==> src/hdl/gthm_div_pipe.sv <==
`timescale 1ns / 1ps
`default_nettype none
// ----------------------------------------------------------------------------
// gthm_div_pipe
// Unsigned restoring divider, one quotient bit per register stage.
// ----------------------------------------------------------------------------
module gthm_div_pipe #(
  parameter int N     = 30,
  parameter int TAG_W = 1
) (
  input  wire logic             clk,
  input  wire logic             rst_n,
  input  wire logic             vld_i,
  input  wire logic [N-1:0]     dividend_i,
  input  wire logic [N-1:0]     divisor_i,
  input  wire logic [TAG_W-1:0] tag_i,
  output logic                  vld_o,
  output logic [N-1:0]          quo_o,
  output logic                  rem_nz_o,
  output logic [TAG_W-1:0]      tag_o
);

  logic [N-1:0]     rem_r [0:N-1];
  logic [N-1:0]     dnd_r [0:N-1];
  logic [N-1:0]     dvs_r [0:N-1];
  logic [N-1:0]     quo_r [0:N-1];
  logic [TAG_W-1:0] tag_r [0:N-1];
  logic [N-1:0]     vld_r;

  for (genvar i = 0; i < N; i++) begin : g_st
    logic [N-1:0]     rem_in;
    logic [N-1:0]     dnd_in;
    logic [N-1:0]     dvs_in;
    logic [N-1:0]     quo_in;
    logic [TAG_W-1:0] tag_in;
    logic             vld_in;
    logic [N:0]       trial;
    logic [N:0]       diff;
    logic             ge;

    if (i == 0) begin : g_first
      assign rem_in = '0;
      assign dnd_in = dividend_i;
      assign dvs_in = divisor_i;
      assign quo_in = '0;
      assign tag_in = tag_i;
      assign vld_in = vld_i;
    end else begin : g_next
      assign rem_in = rem_r[i-1];
      assign dnd_in = dnd_r[i-1];
      assign dvs_in = dvs_r[i-1];
      assign quo_in = quo_r[i-1];
      assign tag_in = tag_r[i-1];
      assign vld_in = vld_r[i-1];
    end

    assign trial = {rem_in, dnd_in[N-1]};
    assign diff  = trial - {1'b0, dvs_in};
    assign ge    = ~diff[N];

    always_ff @(posedge clk) begin
      if (!rst_n) begin
        vld_r[i] <= 1'b0;
      end else begin
        vld_r[i] <= vld_in;
      end
    end

    always_ff @(posedge clk) begin
      rem_r[i] <= ge ? diff[N-1:0] : trial[N-1:0];
      dnd_r[i] <= {dnd_in[N-2:0], 1'b0};
      dvs_r[i] <= dvs_in;
      quo_r[i] <= {quo_in[N-2:0], ge};
      tag_r[i] <= tag_in;
    end
  end

  assign vld_o    = vld_r[N-1];
  assign quo_o    = quo_r[N-1];
  assign rem_nz_o = |rem_r[N-1];
  assign tag_o    = tag_r[N-1];

endmodule
`default_nettype wire

==> config.mk <==
export PLATFORM = sky130hd
export DESIGN_NAME = gthm_div_pipe
export DESIGN_NICKNAME = d
export VERILOG_FILES = /design/src/hdl/gthm_div_pipe.sv
export SDC_FILE = /design/constraint.sdc
export NUM_CORES = 2
export LEC_CHECK = 0
export ABC_AREA = 0
export BUFFER_PORTS_ARGS = -buffer_cell sky130_fd_sc_hd__buf_2
export CORE_MARGIN = 1.5
export CORE_UTILIZATION = 45
export DETAILED_ROUTE_END_ITERATION = 10
export PLACE_DENSITY = 0.65
export SLEW_MARGIN = 20
export SYNTH_ARGS = -nofsm -noshare
export SYNTH_HDL_FRONTEND = slang
export SYNTH_SLANG_ARGS = --single-unit
==> constraint.sdc <==
create_clock -name clk -period 4.2 [get_ports clk]
set_input_delay 0.21 -clock clk [delete_from_list [all_inputs] [get_ports clk]]
set_output_delay 0.21 -clock clk [all_outputs]
set_load 0.05 [all_outputs]
==> metrics.md <==
| Metric | Value |
|---|---|
| Status | completed |
| DRC | 0 |
| Synth top area share | 49.7% |
| Core Util, Final | 52.3% |
| Final worst-path cycle share | 95.2% |
| Total grt overflow | 0 |
| Cell with the most instances after synthesis | dfxtp_1 |
| Placement Setup Slack | -0.380 ns |
| TritonCTS clock tree | built |
| IO buf count | 96 |
| Area leader, netlist | dfxtp_1 |
| Clk_lat worst skew | 0.95 ns |
| RD Place Congestion | 0.898 |
| Max Freq | 250 MHz |
| Die width | 497 um |
| Startpoint types | flip-flop |
| I/O pin count | 97 |
| Post-DRT Antenna Nets | 0 |
| Arrival time worst endpoint | 4.77 ns |
| Final Critical Period | 4.00 ns |
| Vias | 74,300 |
| Pwr per Cell Area | 939 nW/um^2 |
| Overall Global Routing Usage | 18.8% |
| Setup Viol. Count Final | 0 |
| Initial core utilization | 45.2% |
| Sequential Area | 54,700 um^2 |
| Top post-synthesis cells by count | 2,730 x dfxtp_1, 1,091 x inv_1, 872 x ha_1 |
| Largest net degree at the start of global routing | 51 |
| Area Overhead vs Synth | 15.5% |
| Mapped Cells | 10,600 |
| DP HPWL | 181,000 um |
| Number of synthesized flops with an enable pin | 0 |
| Fill cells | 21,300 |
| Max Slew Vio Count | 0 |
| Vias in the first global route | 74,900 |
| Fin nets | 12,000 |
| Synthesis-stage register bit count | 2,730 |
| Setup CP Type | flip-flop to flip-flop |
| First drt pass iteration count | 6 |
| Worst EP required | 4.97 ns |
| FFs w/ async S/R, synth | 0% |
| Top FF cell, synth | dfxtp_1 |
| Die height | 497 um |
| Core area | 243,000 um^2 |
| Synthesized cell area | 110,000 um^2 |
| CTS max path bufs | 4 |
| Num Clock Sinks | 2,730 |
| First-pass GRT wire length | 386,000 um |
| Cell variety after synth | 97 |
| Relative slew slack | 26.7% |
| Clock skew | 0.0651 ns |
| Ys Warns | 0 |
| Synth Area per Inst | 10.4 um^2 |
| Vias per cell | 5.12 |
| Total CTS buffers | 303 |
| Share of layout cells above drive strength 1 | 8.76% |
| Worst Max-Slew Pin Slew | 1.09 ns |
| Sequential area share after synthesis | 49.7% |
| Crit-path max FO | 38 |
| Crit path capture type | flip-flop |
| Hold Fails Final Rpt | 0 |
| MaxCap Viol Count | 0 |
| IR drop worst, VDD | 0.454 mV |
| Clock slew at reported path FFs | 0.06 ns |
| PnR worst setup slack | 0.203 ns |
| Row count | 181 |
| Die area | 247,000 um^2 |
| LEAKAGE | 0.0587 uW |
| DR iter-0 viols | 3,720 |
| Wirelength, routed | 237,000 um |
| CTS root buf | clkbuf_16 |
| Hold WC Path Type | primary input to flip-flop |
| Multi-input gate area in the final layout | 50,900 um^2 |
| H-Tree Depth | 5 |
| Initial antenna violation count | 5 |
| Synth top area cells | dfxtp_1 50%, ha_1 9.9%, mux2_1 5.3% |
| Avg WL per Cell | 16.4 um |
-- power breakdown --
group / switching, uW / total (uW) / internal, uW / leakage [uW]
sequential: 4020 / 37800 / 33800 / 0.0230
combinational: 29200 / 55100 / 25900 / 0.0308
clock: 10400 / 26400 / 16000 / 0.00490
-- placed cells by master, fill, tap and decap left out, types with 32 or more instances in the layout --
cell / count
a211oi_1: 55
a21o_1: 410
a21oi_1: 676
a31o_2: 35
a31oi_1: 83
and2_1: 70
and3_1: 65
buf_2: 96
buf_4: 125
clkbuf_1: 37
clkbuf_16: 309
clkbuf_8: 49
clkinv_2: 51
dfxtp_1: 2728
dlygate4sd3_1: 124
ha_1: 871
inv_1: 1091
mux2_1: 515
mux2_2: 70
mux2i_1: 60
nand2_1: 460
nand2b_1: 117
nand3_1: 130
nand4_1: 74
nor2_1: 456
nor2b_1: 168
nor3_1: 97
o21a_1: 125
o21ai_0: 407
o21ai_1: 124
o21bai_1: 88
o31a_1: 32
o31ai_1: 55
or3_1: 37
xnor2_1: 473
xor2_1: 245
-- through the flow --
stage	power, uW	setup TNS, ns	std cells	area (um^2)	hold slack, ns
finish	119000	0	14500	127000	0.120
global route	128000	-0.142	14500	127000	0.0933
CTS	120000	0	14500	127000	0.0323
detailed placement	92100	-3.69	13800	115000	0.312
global placement	91000	-3.08	13800	115000	0.310
floorplan	77700	0	10600	110000	0.238
-- critical path, cell delays in order (launching register included) --
cell	delay (ns)
dfxtp_2	0.47
inv_1	0.07
ha_1	0.31
nor2b_1	0.15
o21a_1	0.17
o21ai_1	0.23
a21oi_1	0.16
a221o_1	0.44
a2111o_1	0.43
and3_1	0.22
a21oi_1	0.30
xnor2_2	0.17
buf_12	0.24
mux2_1	0.44
-- registers in the layout (all words and copies together), names as in the netlist --
signal and count:
tag_r 30, dvs_r 870, g_st.vld_in 29, rem_r 900, vld_o 1, dnd_r 435, quo_r 465
-- layer usage --
metal  track usage (%)  share of wire [%]
met3              3.16                4.1
met4              5.18                2.3
met1              24.1                 46
met5                 0              0.012
met2              32.4                 47
-- final timing paths --
kind	slack [ns]	endpoint	cells past startpoint	from
setup / recovery	0.20	rem_r[0][220]	13	dvs_r[0][182]
hold / removal	0.12	rem_r[0][0]	4	dividend_i[29]
setup reg to reg	0.20	rem_r[0][220]	13	dvs_r[0][182]
hold reg to reg	0.28	quo_r[0][460]	0	quo_r[0][429]
-- what timing repair did --
item | 4_1_cts | 5_1_grt
hold buffers | 124 | 0
buffers inserted | 1 | 10
setup endpoints to repair | 32 | 312
resized for setup | 8 | 35
pin swaps | 1 | 9
cloned | 1 | 3
hold endpoints to repair | 107 | 0
-- kinds of logic (layout without fill, tap and decap cells) --
logic type                 count (synthesis)  in the layout  synth area share (%)
xor gates and xnor gates                 746            746                  5.94
adders and majority gates                901            901                  10.5
DFF                                     2730           2730                  49.7
buffers and inverters                   1314           1990                  4.59
AOI/OAI and AO/OA                       2443           2443                  14.4
and+or+nand+nor                         1796           1796                  8.01
muxes                                    674            674                  6.93
other                                      1             15               0.00341
-- layout make-up --
cell class / instances / area share, %
Sequential cell: 2730 / 43.0
Multi-Input combinational cell: 6574 / 40.0
Clock buffer: 392 / 6.67
Inverter: 1092 / 3.23
Tap cell: 3202 / 3.15
Timing Repair Buffer: 381 / 2.67
Clock inverter: 125 / 1.22
Antenna cell: 1 / 0.00197
(Power assumes the default switching activity.)
