==> src/hdl/gthm_pkg.sv <==
`timescale 1ns / 1ps
`default_nettype none
// ----------------------------------------------------------------------------
// gthm_pkg
// Shared constants and types of the ground-to-source homography map.
// ----------------------------------------------------------------------------
package gthm_pkg;

  localparam int COEFF_WIDTH_DEF = 21;
  localparam int PIXEL_WIDTH_DEF = 16;

  localparam int IN_W       = 24;
  localparam int PPM_W      = 24;
  localparam int PPM_FRAC_W = 16;
  localparam int ONE_SHIFT  = 8;
  localparam int ROW_W      = 63;
  localparam int SIZE_W     = 14;
  localparam int TEX_W      = 16;
  localparam int CFG_IDX_W  = 3;
  localparam int CFG_DATA_W = 63;

  localparam logic [CFG_IDX_W-1:0] REG_ROW0   = 3'd0;
  localparam logic [CFG_IDX_W-1:0] REG_ROW1   = 3'd1;
  localparam logic [CFG_IDX_W-1:0] REG_ROW2   = 3'd2;
  localparam logic [CFG_IDX_W-1:0] REG_FRAC   = 3'd3;
  localparam logic [CFG_IDX_W-1:0] REG_PPM    = 3'd4;
  localparam logic [CFG_IDX_W-1:0] REG_WIDTH  = 3'd5;
  localparam logic [CFG_IDX_W-1:0] REG_HEIGHT = 3'd6;

  localparam logic [PPM_W-1:0]  PPM_RST    = 24'd256000;
  localparam logic [SIZE_W-1:0] WIDTH_RST  = 14'd1920;
  localparam logic [SIZE_W-1:0] HEIGHT_RST = 14'd1080;

  typedef struct packed {
    logic fault;
    logic neg_x;
    logic neg_y;
  } proj_flags_t;

  typedef struct packed {
    logic in_img;
    logic fault;
  } res_flags_t;

endpackage
`default_nettype wire

==> src/hdl/gthm_ratio.sv <==
`timescale 1ns / 1ps
`default_nettype none
// ----------------------------------------------------------------------------
// gthm_ratio
// Turn unsigned quotients into truncated pixel coordinates, test the image
// bounds, saturate and form the texture dividends.
// ----------------------------------------------------------------------------
module gthm_ratio #(
  parameter int MAG_W       = 56,
  parameter int PIXEL_WIDTH = 16
) (
  input  wire logic                                       clk,
  input  wire logic                                       rst_n,
  input  wire logic                                       vld_i,
  input  wire logic [MAG_W-1:0]                           quo_x_i,
  input  wire logic                                       rnz_x_i,
  input  wire logic                                       neg_x_i,
  input  wire logic [MAG_W-1:0]                           quo_y_i,
  input  wire logic                                       rnz_y_i,
  input  wire logic                                       neg_y_i,
  input  wire logic                                       fault_i,
  input  wire logic [gthm_pkg::SIZE_W-1:0]                width_i,
  input  wire logic [gthm_pkg::SIZE_W-1:0]                height_i,
  output logic                                            vld_o,
  output logic [PIXEL_WIDTH-1:0]                          sx_o,
  output logic [PIXEL_WIDTH-1:0]                          sy_o,
  output gthm_pkg::res_flags_t                            flags_o,
  output logic [gthm_pkg::SIZE_W+gthm_pkg::TEX_W-1:0]     dnd_u_o,
  output logic [gthm_pkg::SIZE_W+gthm_pkg::TEX_W-1:0]     dnd_v_o
);

  import gthm_pkg::*;

  localparam int S_W   = MAG_W + 2;
  localparam int TEX_N = SIZE_W + TEX_W;

  logic [3:0]             vld_r;
  logic [2:0]             fault_r;
  logic                   fault_d_r;
  logic [PIXEL_WIDTH-1:0] pix_r [0:1];
  logic                   inr_r [0:1];
  logic [TEX_N-1:0]       dnd_r [0:1];

  always_ff @(posedge clk) begin
    if (!rst_n) begin
      vld_r <= '0;
    end else begin
      vld_r <= {vld_r[2:0], vld_i};
    end
  end

  always_ff @(posedge clk) begin
    fault_r   <= {fault_r[1:0], fault_i};
    fault_d_r <= fault_r[2];
  end

  for (genvar l = 0; l < 2; l++) begin : g_lane
    logic [MAG_W-1:0]  quo;
    logic              rnz;
    logic              neg;
    logic [SIZE_W-1:0] size;
    logic [S_W-1:0]    q_r, s_r, n_r;
    logic              rnz_a_r, rnz_b_r;
    logic [S_W-PIXEL_WIDTH:0] upper;
    logic              in_rng, pos_ovf, neg_ovf;

    if (l == 0) begin : g_x
      assign quo  = quo_x_i;
      assign rnz  = rnz_x_i;
      assign neg  = neg_x_i;
      assign size = width_i;
    end else begin : g_y
      assign quo  = quo_y_i;
      assign rnz  = rnz_y_i;
      assign neg  = neg_y_i;
      assign size = height_i;
    end

    assign upper   = n_r[S_W-1:PIXEL_WIDTH-1];
    assign in_rng  = ~n_r[S_W-1] && (n_r[S_W-2:0] < (S_W-1)'(size));
    assign pos_ovf = ~n_r[S_W-1] && (|upper);
    assign neg_ovf = n_r[S_W-1] && ~(&upper);

    always_ff @(posedge clk) begin
      q_r     <= neg ? (~{2'b00, quo} + {{(S_W-1){1'b0}}, ~rnz}) : {2'b00, quo};
      rnz_a_r <= rnz;
      s_r     <= q_r + S_W'(size >> 1);
      rnz_b_r <= rnz_a_r;
      n_r     <= s_r + S_W'(rnz_b_r & s_r[S_W-1]);
      dnd_r[l] <= {n_r[SIZE_W-1:0], {TEX_W{1'b0}}};
      inr_r[l] <= in_rng & ~fault_r[2];
      priority if (fault_r[2]) begin
        pix_r[l] <= '0;
      end else if (pos_ovf) begin
        pix_r[l] <= {1'b0, {(PIXEL_WIDTH-1){1'b1}}};
      end else if (neg_ovf) begin
        pix_r[l] <= {1'b1, {(PIXEL_WIDTH-1){1'b0}}};
      end else begin
        pix_r[l] <= n_r[PIXEL_WIDTH-1:0];
      end
    end
  end

  assign vld_o          = vld_r[3];
  assign sx_o           = pix_r[0];
  assign sy_o           = pix_r[1];
  assign flags_o.in_img = inr_r[0] & inr_r[1];
  assign flags_o.fault  = fault_d_r;
  assign dnd_u_o        = (inr_r[0] & inr_r[1]) ? dnd_r[0] : '0;
  assign dnd_v_o        = (inr_r[0] & inr_r[1]) ? dnd_r[1] : '0;

endmodule
`default_nettype wire

==> config.mk <==
export PLATFORM = sky130hd
export DESIGN_NAME = gthm_ratio
export DESIGN_NICKNAME = d
export VERILOG_FILES = /design/src/hdl/gthm_pkg.sv /design/src/hdl/gthm_ratio.sv
export SDC_FILE = /design/constraint.sdc
export NUM_CORES = 1
export LEC_CHECK = 0
export BUFFER_PORTS_ARGS = -buffer_cell sky130_fd_sc_hd__clkbuf_2
export CELL_PAD_IN_SITES_DETAIL_PLACEMENT = 1
export CELL_PAD_IN_SITES_GLOBAL_PLACEMENT = 2
export CORE_ASPECT_RATIO = 0.7
export CORE_UTILIZATION = 33
export DETAILED_ROUTE_END_ITERATION = 16
export PLACE_DENSITY_LB_ADDON = 0.25
export SETUP_SLACK_MARGIN = 0.05
export SLEW_MARGIN = 20
export SYNTH_ARGS = -nofsm -noshare
export SYNTH_HDL_FRONTEND = slang
export SYNTH_SLANG_ARGS = --single-unit
==> constraint.sdc <==
create_clock -name clk -period 2.55 [get_ports clk]
set_input_delay 0.1275 -clock clk [delete_from_list [all_inputs] [get_ports clk]]
set_output_delay 0.1275 -clock clk [all_outputs]
set_load 0.01 [all_outputs]
==> metrics <==
sequential share of the synthesized area=48.0%; grt total ovfl=0; Switch Pwr=just under 5000 uW; RSZ-0062 raised after global routing=yes; Post-synth EDFFs=32; Die H=199 um; HPWL after detailed placement=44.4 mm; worst-path cell chain=dlygate4sd3_1 -> clkbuf_2 -> or4_4 -> or4_4 -> or4_4 -> or3_4 -> o41a_1; fraction of registers with async set/reset=0%; Row Count=between 70 and 80; total CTS buffers=44; Vias=around 15000; Die W=283 um; Pint=around 13000 uW; CP Launch Type=input port; clk_lat worst skew=between 500 and 600 ps; starting DRC count in detailed routing=788; max-cap viol count=0; met1 Usage GRT=roughly 31%; Min Hold Slack=between 40 and 50 ps; worst min path class=in -> reg; GR Layer Usage met2=27.7%; Max Fanout on Critical Path=4; Design Area, Final=between 20000 and 25000 sq um; via/cell ratio=just under 5; PD cells=736 nW/um^2; switching portion of total power=roughly 27%; nets@finish=between 2000 and 3000; io pins=243; Achievable Freq=around 0.40 GHz; vias in the first global route=~15000; drt total wl=57.1 mm; drt drc=0; max-slew violations=0; Port Buffers=210; Final Skew=approximately 16 ps; sequential power share=48.0%; CP delay by family, top=simple AND/OR/NAND/NOR gates; CP Class=in -> reg; CTS H-tree lvls=2; Area Growth Syn to Fin=32.2%; Tcrit/Tclk final=97.6%; Setup-failing EPs final=0; Setup TNS Final=0 ps; Post-Synthesis Cell Area=~18000 sq um; Pleak=about 0.01 uW; Syn Inst Count=1849; Max transition margin=between 30% and 40%; Critical-path top delay cell=dlygate4sd3_1; DR pass1 iterations=5; initial core utilization=between 30% and 40%; first-pass GRT wire length=~90 mm; Synth Flop Type=dfxtp_1; die area=around 56000 sq um; synthesized flop and latch total=approximately 420; DR WL/cell=18.4 um; Crit path top cell by count=or4_4; worst slew pin tran=977 ps; CP Capture Type=flop; CTS root buffer=clkbuf_16; max incr delay on CP=around 530 ps; GPL Wtd Cong=~0.9; pin count of the biggest net entering global routing=around 60; Synth Area per Inst=just under 10 sq um; clock power share=38.1%; final core occ=between 40% and 50%; layout cell share with drive strength beyond 1=between 15 and 20%; dpl cell area=around 21000 sq um; post-route ant nets=0; Total Routing Usage GR=about a fifth; CTS Sinks=roughly 420; Tmin final=2490 ps; CORE AREA=between 50000 and 60000 sq um; CTS tree=yes; total power=~18000 uW; CP bufs+invs=2; Worst-path clk slew=about 60 ps; initial antenna violation count=5; gr busiest metal=met1; Bufs on Longest Clock Path=3; status=completed; Hold Vio Cnt, Final=0; Ys Warns=0; GR Util met3=approximately 3.4%; CP arrival=approximately 2900 ps; worst vdd ir=about 0.44 mV; Combinational Power Share=roughly 14%; Cell variety after synth=61; Crit path required time=3000 ps
synth_stat cells, types with 5 or more instances:
library cell,instances,area (sq um)
nand2_1,136,510
o21bai_1,5,37.5
nor2b_1,6,37.5
or3_1,18,113
edfxtp_1,32,961
o31ai_1,30,225
dfxtp_1,390,7810
and4_1,22,193
nand4_1,82,513
and2_1,15,93.8
a31oi_1,5,31.3
o21a_1,19,143
and3_1,80,500
clkbuf_1,44,165
nand3_1,107,536
xnor2_1,265,2320
nor2_1,85,319
buf_4,33,248
or4_1,13,97.6
xor2_1,66,578
a21oi_1,52,260
nor4_1,47,294
inv_1,44,165
a21o_1,21,158
o21ai_0,54,270
ha_1,60,751
nand2b_1,14,87.6
or2_2,5,31.3
nor3_1,27,135
o41ai_1,15,131
path summary, 6_finish.rpt:
check / start / to / slack [ps] / cells after the start
setup / recovery: quo_y_i[42] / g_lane[1].q_r[57] / 60 / 7
hold / removal: width_i[5] / g_lane[0].s_r[4] / 40 / 3
setup reg to reg: g_lane[0].s_r[57] / g_lane[0].n_r[57] / 120 / 10
hold reg to reg: g_lane[1].rnz_a_r / g_lane[1].rnz_b_r / 320 / 0
area by class of cell:
class	count	area (sq um)
antenna	5	12.5
clock buffer	54	1250
clock inverter	24	283
fill	6177	30000
inverter	44	180
multi-input combinational	1365	9400
sequential	422	8770
tap	730	913
timing repair buffer	462	3350
layer usage:
layer,part of all wire (%),up-vias
met1,54,7276
met4,1.9,4
met3,4.4,75
met2,39,304
li1,-,7463
met5,0.040,-
cells by family (layout without fill, tap and decap cells):
logic type	count (synthesis)	count (layout)	share of synthesized area, %
buffers and inverters	124	584	3.27
adder cells (fa/ha/maj)	62	62	4.33
AO/OA/AOI/OAI	229	229	8.37
AND/OR/NAND/NOR	679	679	20.1
other	2	69	0.0411
flip-flops	422	422	48.0
XOR/XNOR	331	331	15.9
registers in the layout, indices dropped and copies added, names as in the netlist:
signal and flops:
dnd_r 28, g_lane.s_r 116, g_lane.n_r 116, vld_r 4, fault_r 3, g_lane.q_r 116, g_lane.rnz_a_r 2, g_lane.rnz_b_r 2
fault_d_r 1, inr_r 2, pix_r 32
placed cells by master (no fill, tap or decap), drive strengths merged, types with 5 or more instances in the layout:
cell         synthesis  final
nand2              136    136
and4                22     22
o21ai               56     56
or4                 17     17
ha                  60     60
o41ai               17     17
a31oi                5      5
xor2                66     66
clkinv               0     12
a21oi               52     52
nand2b              14     14
dlygate4sd3          0    138
or3                 22     22
o21a                19     19
xnor2              265    265
nor4                49     49
bufinv               0      5
clkbuf              44    264
a21o                21     21
conb                 2     64
or2                  5      5
and2                15     15
inv                 44     46
diode                0      5
clkinvlp             0      5
nor2b                6      6
nand3              107    107
and3                80     80
nor2                85     85
o31ai               32     32
o21bai               5      5
edfxtp              32     32
nor3                27     27
nand4               82     82
buf                 36    114
dfxtp              390    390
worst register-to-register path, stage by stage (launching register included):
cell and delay (ps):
dfxtp_2 340, buf_12 100, and2_1 130, ha_1 160, nand2_1 80, or3b_4 420, or3_4 440, nor2_2 100
buf_4 160, nand4_1 200, xnor2_1 180
stage by stage:
step / instances / setup slack, ps
6_report: 3106 / 61.0
5_1_grt: 3102 / 33.0
4_1_cts: 3096 / -1.19
3_5_place_dp: 2881 / -396
3_3_place_gp: 2881 / -393
2_1_floorplan: 1911 / -58.3
power groups by stage:
stage	clock network [uW]	registers, uW	logic [uW]
floorplan	0	8330	1470
global placement	0	8630	2160
detailed placement	0	8670	2230
CTS	6970	8520	2430
global route	7240	8650	2740
finish	6780	8540	2470
what timing repair did:
item,in CTS,in global routing
pin swaps,2,10
resized for setup,10,33
endpoints found under the setup margin,22,79
setup buffers,0,4
hold buffers,137,1
hold endpoints to repair,127,1
(Power assumes the default switching activity.)
